File: src/rtl/core/u16u8_pkg.sv
// ----------------------------------------------------------------------------
// u16u8_pkg
// Shared types, constants and the UTF-8 byte encoder of the transcoder.
// ----------------------------------------------------------------------------
package u16u8_pkg;

  localparam int unsigned UnitW   = 16;
  localparam int unsigned ByteW   = 8;
  localparam int unsigned CpW     = 21;
  localparam int unsigned SurrW   = 10;
  localparam int unsigned IdxW    = 2;
  localparam int unsigned MaxBytes = 4;

  // queue between front and back
  localparam int unsigned QDepth = 2;
  localparam int unsigned QPtrW  = $clog2(QDepth);
  localparam int unsigned QCntW  = $clog2(QDepth + 1);

  // surrogate tags in the top six bits of a code unit
  localparam logic [5:0] HighTag = 6'b110110;
  localparam logic [5:0] LowTag  = 6'b110111;

  localparam logic [CpW-1:0] SurrBase  = 21'h10000;
  localparam logic [CpW-1:0] Lim1Byte  = 21'h80;
  localparam logic [CpW-1:0] Lim2Byte  = 21'h800;
  localparam logic [CpW-1:0] Lim3Byte  = 21'h10000;

  localparam logic [ByteW-1:0] Lead2 = 8'hC0;
  localparam logic [ByteW-1:0] Lead3 = 8'hE0;
  localparam logic [ByteW-1:0] Lead4 = 8'hF0;
  localparam logic [ByteW-1:0] Cont  = 8'h80;

  // one encoded character, bytes in send order
  typedef struct packed {
    logic [MaxBytes-1:0][ByteW-1:0] bytes;
    logic [IdxW-1:0]                last_idx;
    logic                           malformed;
  } char_t;

  // queue status toward the back part
  typedef struct packed {
    logic  valid;
    char_t head;
  } q_head_t;

  function automatic char_t encode_char(logic [CpW-1:0] cp, logic mal);
    char_t c;
    c = '0;
    c.malformed = mal;
    if (cp < Lim1Byte) begin
      c.bytes[0] = {1'b0, cp[6:0]};
      c.last_idx = 2'd0;
    end else if (cp < Lim2Byte) begin
      c.bytes[0] = Lead2 | {3'b000, cp[10:6]};
      c.bytes[1] = Cont | {2'b00, cp[5:0]};
      c.last_idx = 2'd1;
    end else if (cp < Lim3Byte) begin
      c.bytes[0] = Lead3 | {4'b0000, cp[15:12]};
      c.bytes[1] = Cont | {2'b00, cp[11:6]};
      c.bytes[2] = Cont | {2'b00, cp[5:0]};
      c.last_idx = 2'd2;
    end else begin
      c.bytes[0] = Lead4 | {5'b00000, cp[20:18]};
      c.bytes[1] = Cont | {2'b00, cp[17:12]};
      c.bytes[2] = Cont | {2'b00, cp[11:6]};
      c.bytes[3] = Cont | {2'b00, cp[5:0]};
      c.last_idx = 2'd3;
    end
    return c;
  endfunction

endpackage

File: src/rtl/core/u16u8_unit_if.sv
// ----------------------------------------------------------------------------
// u16u8_unit_if
// Input channel: one UTF-16 code unit per request.
// ----------------------------------------------------------------------------
interface u16u8_unit_if;
  logic        valid;
  logic        ready;
  logic [15:0] code_unit;
  logic        final_unit;

  modport source (output valid, output code_unit, output final_unit, input ready);
  modport sink   (input valid, input code_unit, input final_unit, output ready);
endinterface

File: src/rtl/core/u16u8_byte_if.sv
// ----------------------------------------------------------------------------
// u16u8_byte_if
// Output channel: one UTF-8 byte per request.
// ----------------------------------------------------------------------------
interface u16u8_byte_if;
  logic       valid;
  logic       ready;
  logic [7:0] out_byte;
  logic       last_byte;
  logic       malformed;

  modport source (output valid, output out_byte, output last_byte, output malformed,
                  input ready);
  modport sink   (input valid, input out_byte, input last_byte, input malformed,
                  output ready);
endinterface

File: src/rtl/core/utf16_to_utf8_transcoder.sv
// The unit that completes a character is written into the queue when accepted;
// its first byte then passes through the output register before it can be
// taken. A held high surrogate shows nothing.
// The serializer sends one output byte per cycle while the sink is ready; a
// character gives 1 to 4 bytes by its UTF-8 length, 4 in the worst case.
// Reset clears the surrogate hold, the two-entry queue and the output register.
// ----------------------------------------------------------------------------
// utf16_to_utf8_transcoder
// UTF-16 code units in, UTF-8 bytes out, with a flag for broken surrogates.
// ----------------------------------------------------------------------------
module utf16_to_utf8_transcoder
  import u16u8_pkg::*;
(
  input  logic          clk_i,
  input  logic          rst_ni,
  u16u8_unit_if.sink    unit_i,
  u16u8_byte_if.source  byte_o
);

  logic    q_full, push, pop;
  char_t   push_char;
  q_head_t q_head;

  // classification and surrogate pairing
  u16u8_front u_front (
    .clk_i       (clk_i),
    .rst_ni      (rst_ni),
    .unit_i      (unit_i),
    .q_full_i    (q_full),
    .push_o      (push),
    .push_char_o (push_char)
  );

  // decoupling queue
  u16u8_queue u_queue (
    .clk_i       (clk_i),
    .rst_ni      (rst_ni),
    .push_i      (push),
    .push_char_i (push_char),
    .pop_i       (pop),
    .full_o      (q_full),
    .head_o      (q_head)
  );

  // byte serializer
  u16u8_back u_back (
    .clk_i  (clk_i),
    .rst_ni (rst_ni),
    .head_i (q_head),
    .pop_o  (pop),
    .byte_o (byte_o)
  );

endmodule

File: src/rtl/core/u16u8_front.sv
// ----------------------------------------------------------------------------
// u16u8_front
// Accepts code units, tracks a held high surrogate and builds encoded chars.
// ----------------------------------------------------------------------------
module u16u8_front
  import u16u8_pkg::*;
(
  input  logic              clk_i,
  input  logic              rst_ni,
  u16u8_unit_if.sink        unit_i,
  input  logic              q_full_i,
  output logic              push_o,
  output char_t             push_char_o
);

  logic             pending_q, pending_d;
  logic [SurrW-1:0] high_q, high_d;
  logic             accept;
  logic             is_high, is_low;
  logic [CpW-1:0]   pair_cp;

  assign unit_i.ready = !q_full_i;
  assign accept       = unit_i.valid && !q_full_i;

  // classify the unit
  assign is_high = unit_i.code_unit[15:10] == HighTag;
  assign is_low  = unit_i.code_unit[15:10] == LowTag;
  assign pair_cp = SurrBase + {1'b0, high_q, unit_i.code_unit[SurrW-1:0]};

  // choose what goes to the queue
  always_comb begin
    pending_d   = pending_q;
    high_d      = high_q;
    push_o      = 1'b0;
    push_char_o = encode_char({5'b00000, unit_i.code_unit}, is_low);
    if (accept) begin
      if (pending_q) begin
        push_o      = 1'b1;
        push_char_o = encode_char(pair_cp, !is_low);
        pending_d   = 1'b0;
        high_d      = '0;
      end else if (is_high) begin
        if (unit_i.final_unit) begin
          push_o      = 1'b1;
          push_char_o = encode_char('0, 1'b1);
        end else begin
          pending_d = 1'b1;
          high_d    = unit_i.code_unit[SurrW-1:0];
        end
      end else begin
        push_o = 1'b1;
      end
    end
  end

  // surrogate hold
  always_ff @(posedge clk_i or negedge rst_ni) begin
    if (!rst_ni) begin
      pending_q <= 1'b0;
      high_q    <= '0;
    end else begin
      pending_q <= pending_d;
      high_q    <= high_d;
    end
  end

endmodule

File: src/rtl/core/u16u8_queue.sv
// ----------------------------------------------------------------------------
// u16u8_queue
// Short register queue of encoded characters between front and back.
// ----------------------------------------------------------------------------
module u16u8_queue
  import u16u8_pkg::*;
(
  input  logic    clk_i,
  input  logic    rst_ni,
  input  logic    push_i,
  input  char_t   push_char_i,
  input  logic    pop_i,
  output logic    full_o,
  output q_head_t head_o
);

  char_t            mem_q [QDepth];
  logic [QPtrW-1:0] wr_ptr_q, rd_ptr_q;
  logic [QCntW-1:0] cnt_q;
  logic             do_push, do_pop;

  assign full_o       = cnt_q == QCntW'(QDepth);
  assign head_o.valid = cnt_q != '0;
  assign head_o.head  = mem_q[rd_ptr_q];
  assign do_push      = push_i && !full_o;
  assign do_pop       = pop_i && head_o.valid;

  function automatic logic [QPtrW-1:0] next_ptr(logic [QPtrW-1:0] p);
    return (p == QPtrW'(QDepth - 1)) ? '0 : p + 1'b1;
  endfunction

  // entry storage
  always_ff @(posedge clk_i) begin
    if (do_push) begin
      mem_q[wr_ptr_q] <= push_char_i;
    end
  end

  // pointers and fill count
  always_ff @(posedge clk_i or negedge rst_ni) begin
    if (!rst_ni) begin
      wr_ptr_q <= '0;
      rd_ptr_q <= '0;
      cnt_q    <= '0;
    end else begin
      if (do_push) wr_ptr_q <= next_ptr(wr_ptr_q);
      if (do_pop)  rd_ptr_q <= next_ptr(rd_ptr_q);
      if (do_push && !do_pop) begin
        cnt_q <= cnt_q + 1'b1;
      end else if (do_pop && !do_push) begin
        cnt_q <= cnt_q - 1'b1;
      end
    end
  end

endmodule

File: src/rtl/core/u16u8_back.sv
// ----------------------------------------------------------------------------
// u16u8_back
// Sends the bytes of the head character, one per cycle while the sink takes them, via an output register.
// ----------------------------------------------------------------------------
module u16u8_back
  import u16u8_pkg::*;
(
  input  logic        clk_i,
  input  logic        rst_ni,
  input  q_head_t     head_i,
  output logic        pop_o,
  u16u8_byte_if.source byte_o
);

  logic             out_valid_q;
  logic [ByteW-1:0] out_byte_q;
  logic             last_q, mal_q;
  logic [IdxW-1:0]  idx_q;
  logic             load, is_last;

  assign load    = head_i.valid && (!out_valid_q || byte_o.ready);
  assign is_last = idx_q == head_i.head.last_idx;
  assign pop_o   = load && is_last;

  // byte index within the head character
  always_ff @(posedge clk_i or negedge rst_ni) begin
    if (!rst_ni) begin
      idx_q       <= '0;
      out_valid_q <= 1'b0;
    end else begin
      if (load) begin
        idx_q       <= is_last ? '0 : idx_q + 1'b1;
        out_valid_q <= 1'b1;
      end else if (byte_o.ready) begin
        out_valid_q <= 1'b0;
      end
    end
  end

  // output payload
  always_ff @(posedge clk_i) begin
    if (load) begin
      out_byte_q <= head_i.head.bytes[idx_q];
      last_q     <= is_last;
      mal_q      <= head_i.head.malformed;
    end
  end

  assign byte_o.valid     = out_valid_q;
  assign byte_o.out_byte  = out_byte_q;
  assign byte_o.last_byte = last_q;
  assign byte_o.malformed = mal_q;

endmodule

File: src/flat_wrapper.sv
// flat-port wrapper written by rule: the top's interface ports become plain ports
module utf16_to_utf8_transcoder_flat import u16u8_pkg::*;
  (clk_i, rst_ni, unit_i_valid, unit_i_code_unit, unit_i_final_unit, unit_i_ready, byte_o_valid, byte_o_out_byte, byte_o_last_byte, byte_o_malformed, byte_o_ready);
  u16u8_unit_if unit_i_i ();
  u16u8_byte_if byte_o_i ();
  input  logic clk_i;
  input  logic rst_ni;
  input wire logic [$bits(unit_i_i.valid)-1:0] unit_i_valid;
  input wire logic [$bits(unit_i_i.code_unit)-1:0] unit_i_code_unit;
  input wire logic [$bits(unit_i_i.final_unit)-1:0] unit_i_final_unit;
  output wire logic [$bits(unit_i_i.ready)-1:0] unit_i_ready;
  output wire logic [$bits(byte_o_i.valid)-1:0] byte_o_valid;
  output wire logic [$bits(byte_o_i.out_byte)-1:0] byte_o_out_byte;
  output wire logic [$bits(byte_o_i.last_byte)-1:0] byte_o_last_byte;
  output wire logic [$bits(byte_o_i.malformed)-1:0] byte_o_malformed;
  input wire logic [$bits(byte_o_i.ready)-1:0] byte_o_ready;
  assign unit_i_i.valid = unit_i_valid;
  assign unit_i_i.code_unit = unit_i_code_unit;
  assign unit_i_i.final_unit = unit_i_final_unit;
  assign unit_i_ready = unit_i_i.ready;
  assign byte_o_valid = byte_o_i.valid;
  assign byte_o_out_byte = byte_o_i.out_byte;
  assign byte_o_last_byte = byte_o_i.last_byte;
  assign byte_o_malformed = byte_o_i.malformed;
  assign byte_o_i.ready = byte_o_ready;
  utf16_to_utf8_transcoder u_core (.clk_i(clk_i), .rst_ni(rst_ni), .unit_i(unit_i_i), .byte_o(byte_o_i));
endmodule
File: config.mk
export PLATFORM = sky130hd
export DESIGN_NAME = utf16_to_utf8_transcoder_flat
export DESIGN_NICKNAME = d
export VERILOG_FILES = /design/src/rtl/core/u16u8_pkg.sv /design/src/rtl/core/u16u8_unit_if.sv /design/src/rtl/core/u16u8_byte_if.sv /design/src/rtl/core/utf16_to_utf8_transcoder.sv /design/src/rtl/core/u16u8_front.sv /design/src/rtl/core/u16u8_queue.sv /design/src/rtl/core/u16u8_back.sv /design/src/flat_wrapper.sv
export SDC_FILE = /design/constraint.sdc
export NUM_CORES = 1
export LEC_CHECK = 0
export BUFFER_PORTS_ARGS = -buffer_cell sky130_fd_sc_hd__buf_2
export CAP_MARGIN = 5
export CORE_ASPECT_RATIO = 1.5
export CORE_MARGIN = 3
export CORE_UTILIZATION = 57
export DETAILED_ROUTE_END_ITERATION = 16
export GPL_TIMING_DRIVEN = 1
export PLACE_DENSITY = 0.72
export RECOVER_POWER = 100
export SKIP_CTS_REPAIR_TIMING = 1
export SLEW_MARGIN = 20
export SYNTH_ARGS = -nofsm -noshare
export SYNTH_HDL_FRONTEND = slang
export SYNTH_SLANG_ARGS = --single-unit
export TNS_END_PERCENT = 30
File: constraint.sdc
create_clock -name clk_i -period 3.7 [get_ports clk_i]
set_input_delay 0.185 -clock clk_i [delete_from_list [all_inputs] [get_ports clk_i]]
set_output_delay 0.185 -clock clk_i [all_outputs]
set_load 0.005 [all_outputs]
==> reports/results.txt, run 1 <==
Slew Viols, Final = 62
CTS Sinks = 88
syn_area_per_cell = 13.52 µm²
Internal Power = 2.145 mW
site row count = 38
CTS tree = done
setup ws final = 0.7177 ns
Core Util, Final = 0.6427
worst-path cell chain = clkbuf_1 > mux2i_1 > xnor2_1 > nor2_1 > nand2_1 > ha_1 > xor2_1 > nor2_1 > xor2_1
worst-margin pin slew = 1.733 ns
Hold Vio Cnt, Final = 0
Logic pwr share = 0.306
outcome = finished, violations left
port bufs = 32
Area Overhead vs Synth = 9.080%
Yosys reg bits = 88
vias in the first global route = 2920
number of remaining DRC errors = 0
DRT Wirelength = 9498 µm
crit end category = register
drt via density = 6.305
Top-Level Pins = 33
Final #Nets = 373
Critical Path Start Type = register
Post-synth EDFFs = 70
Sw Ratio = 0.3109
instance count on the critical path = 9
worst path bufs/invs = 1
starting density of the core = 0.5892
Die ar. = 0.008564 mm²
Final min period = 2.982 ns
core box area = 0.007227 mm²
Mapped Nets = 338
Setup TNS = 0 ns
sequential share of power = 0.518
worst skew pair latency = 0.35 ns
GR Util All Layers = 0.2388
P_sw = 968.0 µW
vias = 2869
drt wl/cell = 20.87 µm
Max-slew headroom = -0.1556
die height = 111.9 µm
CTS H-Tree Depth = 3
clk root buf = clkbuf_8
critical path's top delay family = buffers and inverters
Antenna Nets Post-Route = 0
flop-to-flop setup slack = 0.72 ns
Worst R2R Path Depth = 9
post-place setup slack = 0.8957 ns
placed wire-length estimate = 6926 µm
Max VDD drop = 0.4483 mV
Critical Path Max Stage Delay = 0.92 ns
post-route clock period utilization = 0.8060
first-pass GRT wire length = 15420 µm
Mapped Cells = 315
top_reg_cell synth = edfxtp_1
Seq/Total Area, Yosys = 0.5995
crit path launch = u_core.u_queue.rd_ptr_q$_DFFE_PN0P_
Worst-path clk slew = 0.08 ns
clk buf depth = 2
antenna cells = 0
drt pass-1 iters = 5
async set-reset flop share out of synthesis = 0.2045
CP endpoint = u_core.u_queue.cnt_q[1]$_DFFE_PN0P_
post-synth cell types = 54
final setup fails = 0
Max Cap Viol = 2
crit path kind = register to register
crit path DAT = 3.25 ns
Yosys warning count = 0
Placer Congestion = 1.030
P_leak = 1.668 nW
fraction of layout cells with a size suffix above 1 = 0.1972
RSZ-0062 raised after global routing = false
Fmax = 335.3 MHz
crit path max fanout = 15
Worst path slowest cell = clkbuf_1
Power Dens Cells = 670.4 mW/mm²
Pwr Total = 3.113 mW
launching point of the worst reg2reg path = u_core.u_queue.rd_ptr_q$_DFFE_PN0P_
CTS buffer count = 9
Cell Area, Synth = 0.004258 mm²
clk_skew = 0.009707 ns
min-delay worst type = input port to register
r2r endpoint = u_core.u_queue.cnt_q[1]$_DFFE_PN0P_
Die X = 76.57 µm
initial antenna violation count = 0
violated checks = capacitance limit, slew limit
clock power share = 0.176
worst path required time = 3.97 ns
largest net degree at the start of global routing = 31
iteration-0 DRC count of the detailed router = 198
GRT Residual Overflow = 0
how the worst min path moves through the flow:
stage / startpoint / endpoint / slack (ns) / cells after the start
6_report: byte_o_ready / u_core.u_back.byte_o.valid$_DFFE_PN0P_ / 0.03 / 2
5_1_grt: byte_o_ready / u_core.u_back.byte_o.valid$_DFFE_PN0P_ / 0.04 / 2
4_1_cts: rst_ni / u_core.u_queue.cnt_q[0]$_DFFE_PN0P_ / -0.24 / 1
3_5_place_dp: rst_ni / u_core.u_back.idx_q[0]$_DFFE_PN0P_ / 0.14 / 1
3_3_place_gp: rst_ni / u_core.u_back.idx_q[0]$_DFFE_PN0P_ / 0.14 / 1
2_1_floorplan: rst_ni / u_core.u_back.byte_o.valid$_DFFE_PN0P_ / -0.11 / 0
per-stage QoR:
| step | hold slack, ns | cells | instance area, µm² |
|---|---|---|---|
| 4_1_cts | -0.2370 | 454 | 4668 |
| 2_1_floorplan | -0.1106 | 315 | 4258 |
| 5_1_grt | 0.04023 | 455 | 4644 |
| 3_5_place_dp | 0.1397 | 438 | 4516 |
| 3_3_place_gp | 0.1407 | 438 | 4516 |
| 6_report | 0.03291 | 455 | 4644 |
cell type report:
type | count | area, µm²
repair buffers | 37 | 178.9
well taps | 100 | 125.1
clock buffers | 14 | 142.6
fillers | 583 | 2582
flip-flops and latches | 88 | 2552
multi-input cells | 207 | 1609
inverters | 7 | 26.28
clock inverters | 2 | 10.01
sequential cells by signal, indices dropped and copies added (netlist names):
signal / count
u_core.u_queue.rd_ptr_q: 1
u_core.u_back.byte_o.malformed: 1
u_core.u_queue.wr_ptr_q: 1
u_core.u_back.idx_q: 2
u_core.u_back.byte_o.last_byte: 1
u_core.u_front.high_q: 10
u_core.u_queue.mem_q: 60
u_core.u_back.byte_o.out_byte: 8
u_core.u_queue.cnt_q: 2
u_core.u_front.pending_q: 1
u_core.u_back.byte_o.valid: 1
synthesized netlist by cell type, drive strengths merged, types with 7 or more instances:
| cell | number | area (µm²) |
|---|---|---|
| nand3 | 9 | 57.56 |
| a21oi | 10 | 50.05 |
| mux4 | 13 | 292.8 |
| nor2 | 20 | 77.58 |
| nor3 | 7 | 40.04 |
| a22o | 16 | 140.1 |
| nand2 | 27 | 101.4 |
| dfrtp | 18 | 450.4 |
| clkbuf | 9 | 33.78 |
| inv | 7 | 26.28 |
| mux2 | 8 | 90.09 |
| edfxtp | 70 | 2102 |
| o21ai | 16 | 80.08 |
placed cells by master (no fill, tap or decap), types with 10 or more instances in the layout:
cell / netlist / layout
a21oi_1: 10 / 10
mux4_2: 13 / 13
clkbuf_1: 9 / 13
buf_2: 3 / 27
nand2_1: 27 / 27
o21ai_0: 14 / 16
nor2_1: 19 / 19
a22o_1: 16 / 16
dfrtp_1: 18 / 18
edfxtp_1: 70 / 70
metal layers:
metal | track usage | part of all wire
met5 | 0 | 0
met4 | 0.1427 | 0.045
met3 | 0.04207 | 0.056
met2 | 0.3911 | 0.51
met1 | 0.2970 | 0.39
power groups by stage:
stage          clock [mW]  combinational (mW)  sequential [mW]
2_1_floorplan           0               0.758             1.55
3_3_place_gp            0               0.968             1.62
3_5_place_dp            0               0.982             1.63
4_1_cts             0.555               0.986             1.61
5_1_grt             0.607                1.06             1.65
6_report            0.548               0.952             1.61
kinds of logic after synthesis:
kind of cell,Yosys count,synth area share
flip-flops,88,0.5995
AO/OA/AOI/OAI,78,0.1384
AND/OR/NAND/NOR,92,0.1158
buffers and inverters,20,0.02028
multiplexers,26,0.1017
XOR/XNOR,9,0.01851
adder cells (fa/ha/maj),2,0.005876
worst register-to-register path, delay by kind of cell, from the launching register on:
kind | cells | cell delay, ns
buffers and inverters | 1 | 0.92
adder cells (fa/ha/maj) | 1 | 0.27
multiplexers | 1 | 0.32
flip-flops | 1 | 0.47
XOR/XNOR | 3 | 0.42
AND/OR/NAND/NOR | 3 | 0.50
(Power assumes the default switching activity.)
==> run 2, diff against run 1 <==
ABC_AREA = 1   (was default)
CORE_UTILIZATION = 54   (was 57)
clock period = 2.44 ns   (was 3.7 ns; I/O delays follow)
==> run 2 against run 1 <==
Effect of this change:
- synthesized area is 4.0% higher
- final cell count is 40% higher
- sequential share of layout area is 4.3 points lower
- highest routed layer unchanged
- largest cell class unchanged
- the run now ends clean
- first-iteration DRC count is 35% higher
- final area is 8.5% higher
==> reports/results.txt, run 2 <==
outcome = finished, final reports clean
core box area = 0.007807 mm² (+8.0%)
sequential share of power = 0.408 (-0.110)
Yosys warning count = 0 (unchanged)
fin cells = 638 (+40%)
Max Cap Viol = 0 (-2)
drt wl/cell = 16.92 µm (-19%)
vias = 3519 (+23%)
final setup fails = 0 (unchanged)
Die ar. = 0.009345 mm² (+9.1%)
crit path kind = register to register
CTS buffer count = 9 (unchanged)
Sequential Area = 0.002552 mm² (unchanged)
clock power share = 0.231 (+0.055)
fraction of layout cells with a size suffix above 1 = 0.1250 (-0.07218)
min-delay worst type = input port to register
Cell Area, Synth = 0.004428 mm² (+4.0%)
Seq/Total Area, Yosys = 0.5764 (-0.02304)
Critical Path Max Stage Delay = 0.41 ns (-0.51 ns)
first-pass GRT wire length = 17140 µm (+11%)
starting density of the core = 0.5671 (-0.02201)
Final min period = 2.203 ns (-0.7791 ns)
clk_skew = 0.006269 ns (-0.003438 ns)
CTS tree = done
Yosys reg bits = 88 (unchanged)
register bank with the most flops = u_core.u_queue.mem_q
Area Overhead vs Synth = 13.79%
instance count on the critical path = 11 (+2)
Slew Viols, Final = 0 (-100%)
site row count = 39 (+2.6%)
Placed Cells = 620 (+42%)
dominant cell type by area after synthesis = edfxtp_1
Fmax = 453.9 MHz (+35%)
post-synth cell types = 35 (-35%)
GR Util All Layers = 0.2480 (+0.009143)
drt pass-1 iters = 5 (unchanged)
port bufs = 32 (unchanged)
initial antenna violation count = 0 (unchanged)
r2r endpoint = u_core.u_queue.mem_q[1][13]$_DFFE_PP_
top post-synthesis cells by area = edfxtp_1 47%, dfrtp_1 10%, nand2_1 8.4%, nor2_1 6.5%, o21ai_0 5.0%
hold wc startpoint = unit_i_code_unit[7]
Setup TNS = 0 ns (unchanged)
Core Util, Final = 0.6454 (+0.002694)
Antenna Nets Post-Route = 0 (unchanged)
P_leak = 2.155 nW (+29%)
worst-margin pin slew = 1.145 ns (-0.5882 ns)
async set-reset flop share out of synthesis = 0.2045 (unchanged)
flop-to-flop setup slack = 0.24 ns (-0.48 ns)
number of remaining DRC errors = 0 (unchanged)
Mapped Cells = 485 (+54%)
critical path's top delay family = simple AND/OR/NAND/NOR gates
top_reg_cell synth = edfxtp_1
Hold EP = u_core.u_front.high_q[7]$_DFFE_PN0P_
worst-path cell chain = ha_1 > inv_1 > nand2_1 > nor2_4 > nand2_1 > nor2_8 > nand3_4 > nand2_4 > inv_4 > nand2_1 > o21ai_0
drt via density = 5.516 (-13%)
vias in the first global route = 3389 (+16%)
hold path cells = 3 (+1)
Internal Power = 3.685 mW (+72%)
max reg flops = 60 (unchanged)
antenna cells = 0 (unchanged)
DRT Wirelength = 10800 µm (+14%)
crit path max fanout = 9 (-6)
iteration-0 DRC count of the detailed router = 268 (+35%)
clk buf depth = 2 (unchanged)
crit path DAT = 2.25 ns (-1.00 ns)
Post-synth EDFFs = 70 (unchanged)
CTS Sinks = 88 (unchanged)
post-route clock period utilization = 0.9030 (+0.09693)
placed wire-length estimate = 7903 µm (+14%)
Pwr Total = 5.805 mW (+86%)
Max-slew headroom = 0.2365 (+0.3921)
Max VDD drop = 0.8214 mV (+83%)
worst path bufs/invs = 2 (+1)
most frequent CP cell = nand2_1
Die X = 79.94 µm (+4.4%)
Worst R2R Path Depth = 11 (+2)
Multi-input gate area = 0.001577 mm² (-2.0%)
Logic pwr share = 0.360 (+0.054)
P_sw = 2.120 mW (+120%)
Top-Level Pins = 33 (unchanged)
launching point of the worst reg2reg path = u_core.u_front.high_q[7]$_DFFE_PN0P_
worst path required time = 2.48 ns (-1.49 ns)
Sw Ratio = 0.3652 (+0.05430)
most common cell after layout, fill and taps aside = nand2_1
most frequent cell after synthesis = nand2_1
CTS H-Tree Depth = 3 (unchanged)
most frequent cells after synthesis = 99 x nand2_1, 77 x nor2_1, 70 x edfxtp_1
Final #Nets = 554 (+49%)
Mapped Nets = 508 (+50%)
RSZ-0062 raised after global routing = false
worst skew pair latency = 0.33 ns (-0.02 ns)
Placer Congestion = 0.9129 (-11%)
syn_area_per_cell = 9.130 µm² (-32%)
commonest cells after routing, fill and taps aside = 101 x nand2_1, 75 x nor2_1, 70 x edfxtp_1, 56 x inv_1, 46 x o21ai_0
Worst-path clk slew = 0.06 ns (-0.02 ns)
Critical Path Start Type = register
Power Dens Cells = 1152 mW/mm² (+72%)
crit end category = register
clk root buf = clkbuf_16
crit path launch = u_core.u_front.high_q[7]$_DFFE_PN0P_
Synth top area share = 0.4747 (-0.01897)
Worst path slowest cell = dfrtp_1
Hold Vio Cnt, Final = 0 (unchanged)
GRT Residual Overflow = 0 (unchanged)
Fill cells = 685 (+17%)
largest net degree at the start of global routing = 31 (unchanged)
die height = 116.9 µm (+4.5%)
run 2: cells by family after synthesis:
family	count (synthesis)	synth area share
AOI/OAI and AO/OA	97	0.1238
xor gates and xnor gates	5	0.009889
and+or+nand+nor	221	0.2190
DFF	88	0.5764
buffers and inverters	72	0.06527
adders and majority gates	2	0.005650
run 2: routing by layer:
metal | wire [µm] | GRT usage
met1 | 4336 | 0.3077
met2 | 5400 | 0.4054
met5 | 0 | 0
met3 | 530 | 0.03828
met4 | 527 | 0.1545
run 2: layout make-up:
type / count / area share
clock buffers: 12 / 0.04693
clock inverters: 4 / 0.01093
inverters: 58 / 0.04370
multi-input cells: 325 / 0.3129
flip-flops and latches: 88 / 0.5066
well taps: 102 / 0.02533
repair buffers: 49 / 0.05364
run 2: worst max path at each step:
stage / end / slack (ns)
3_5_place_dp: u_core.u_queue.cnt_q[1]$_DFFE_PN0P_ / 0.33
2_1_floorplan: u_core.u_queue.mem_q[0][0]$_DFFE_PP_ / -0.14
6_report: u_core.u_queue.mem_q[1][13]$_DFFE_PP_ / 0.24
5_1_grt: u_core.u_queue.mem_q[1][13]$_DFFE_PP_ / 0.08
4_1_cts: u_core.u_queue.mem_q[1][14]$_DFFE_PP_ / 0.37
3_3_place_gp: u_core.u_queue.mem_q[0][14]$_DFFE_PP_ / 0.41
run 2: through the flow:
stage / instance area, µm² / setup WS, ns / hold WS, ns
after floorplan: 4431 / -0.1385 / -0.1736
after global placement: 4765 / 0.4079 / 0.09476
after detailed placement: 4765 / 0.3324 / 0.09442
after CTS: 5056 / 0.3705 / -0.2667
after global routing: 5039 / 0.07930 / 0.1741
final: 5039 / 0.2368 / 0.1634
run 2: power groups by stage:
stage | combinational [mW] | sequential (mW) | clock (mW)
after floorplan | 1.49 | 2.38 | 0
after global placement | 2.12 | 2.38 | 0
after detailed placement | 2.15 | 2.39 | 0
after CTS | 2.16 | 2.36 | 1.36
after global routing | 2.36 | 2.42 | 1.42
final | 2.09 | 2.37 | 1.34
run 2: worst reg2reg max path, delay by kind of cell (launching register included):
| family | cells | cell delay (ns) |
|---|---|---|
| compound gates | 1 | 0.14 |
| fa+ha+maj | 1 | 0.28 |
| buf+inv | 2 | 0.15 |
| flops | 1 | 0.41 |
| simple gates | 7 | 0.92 |
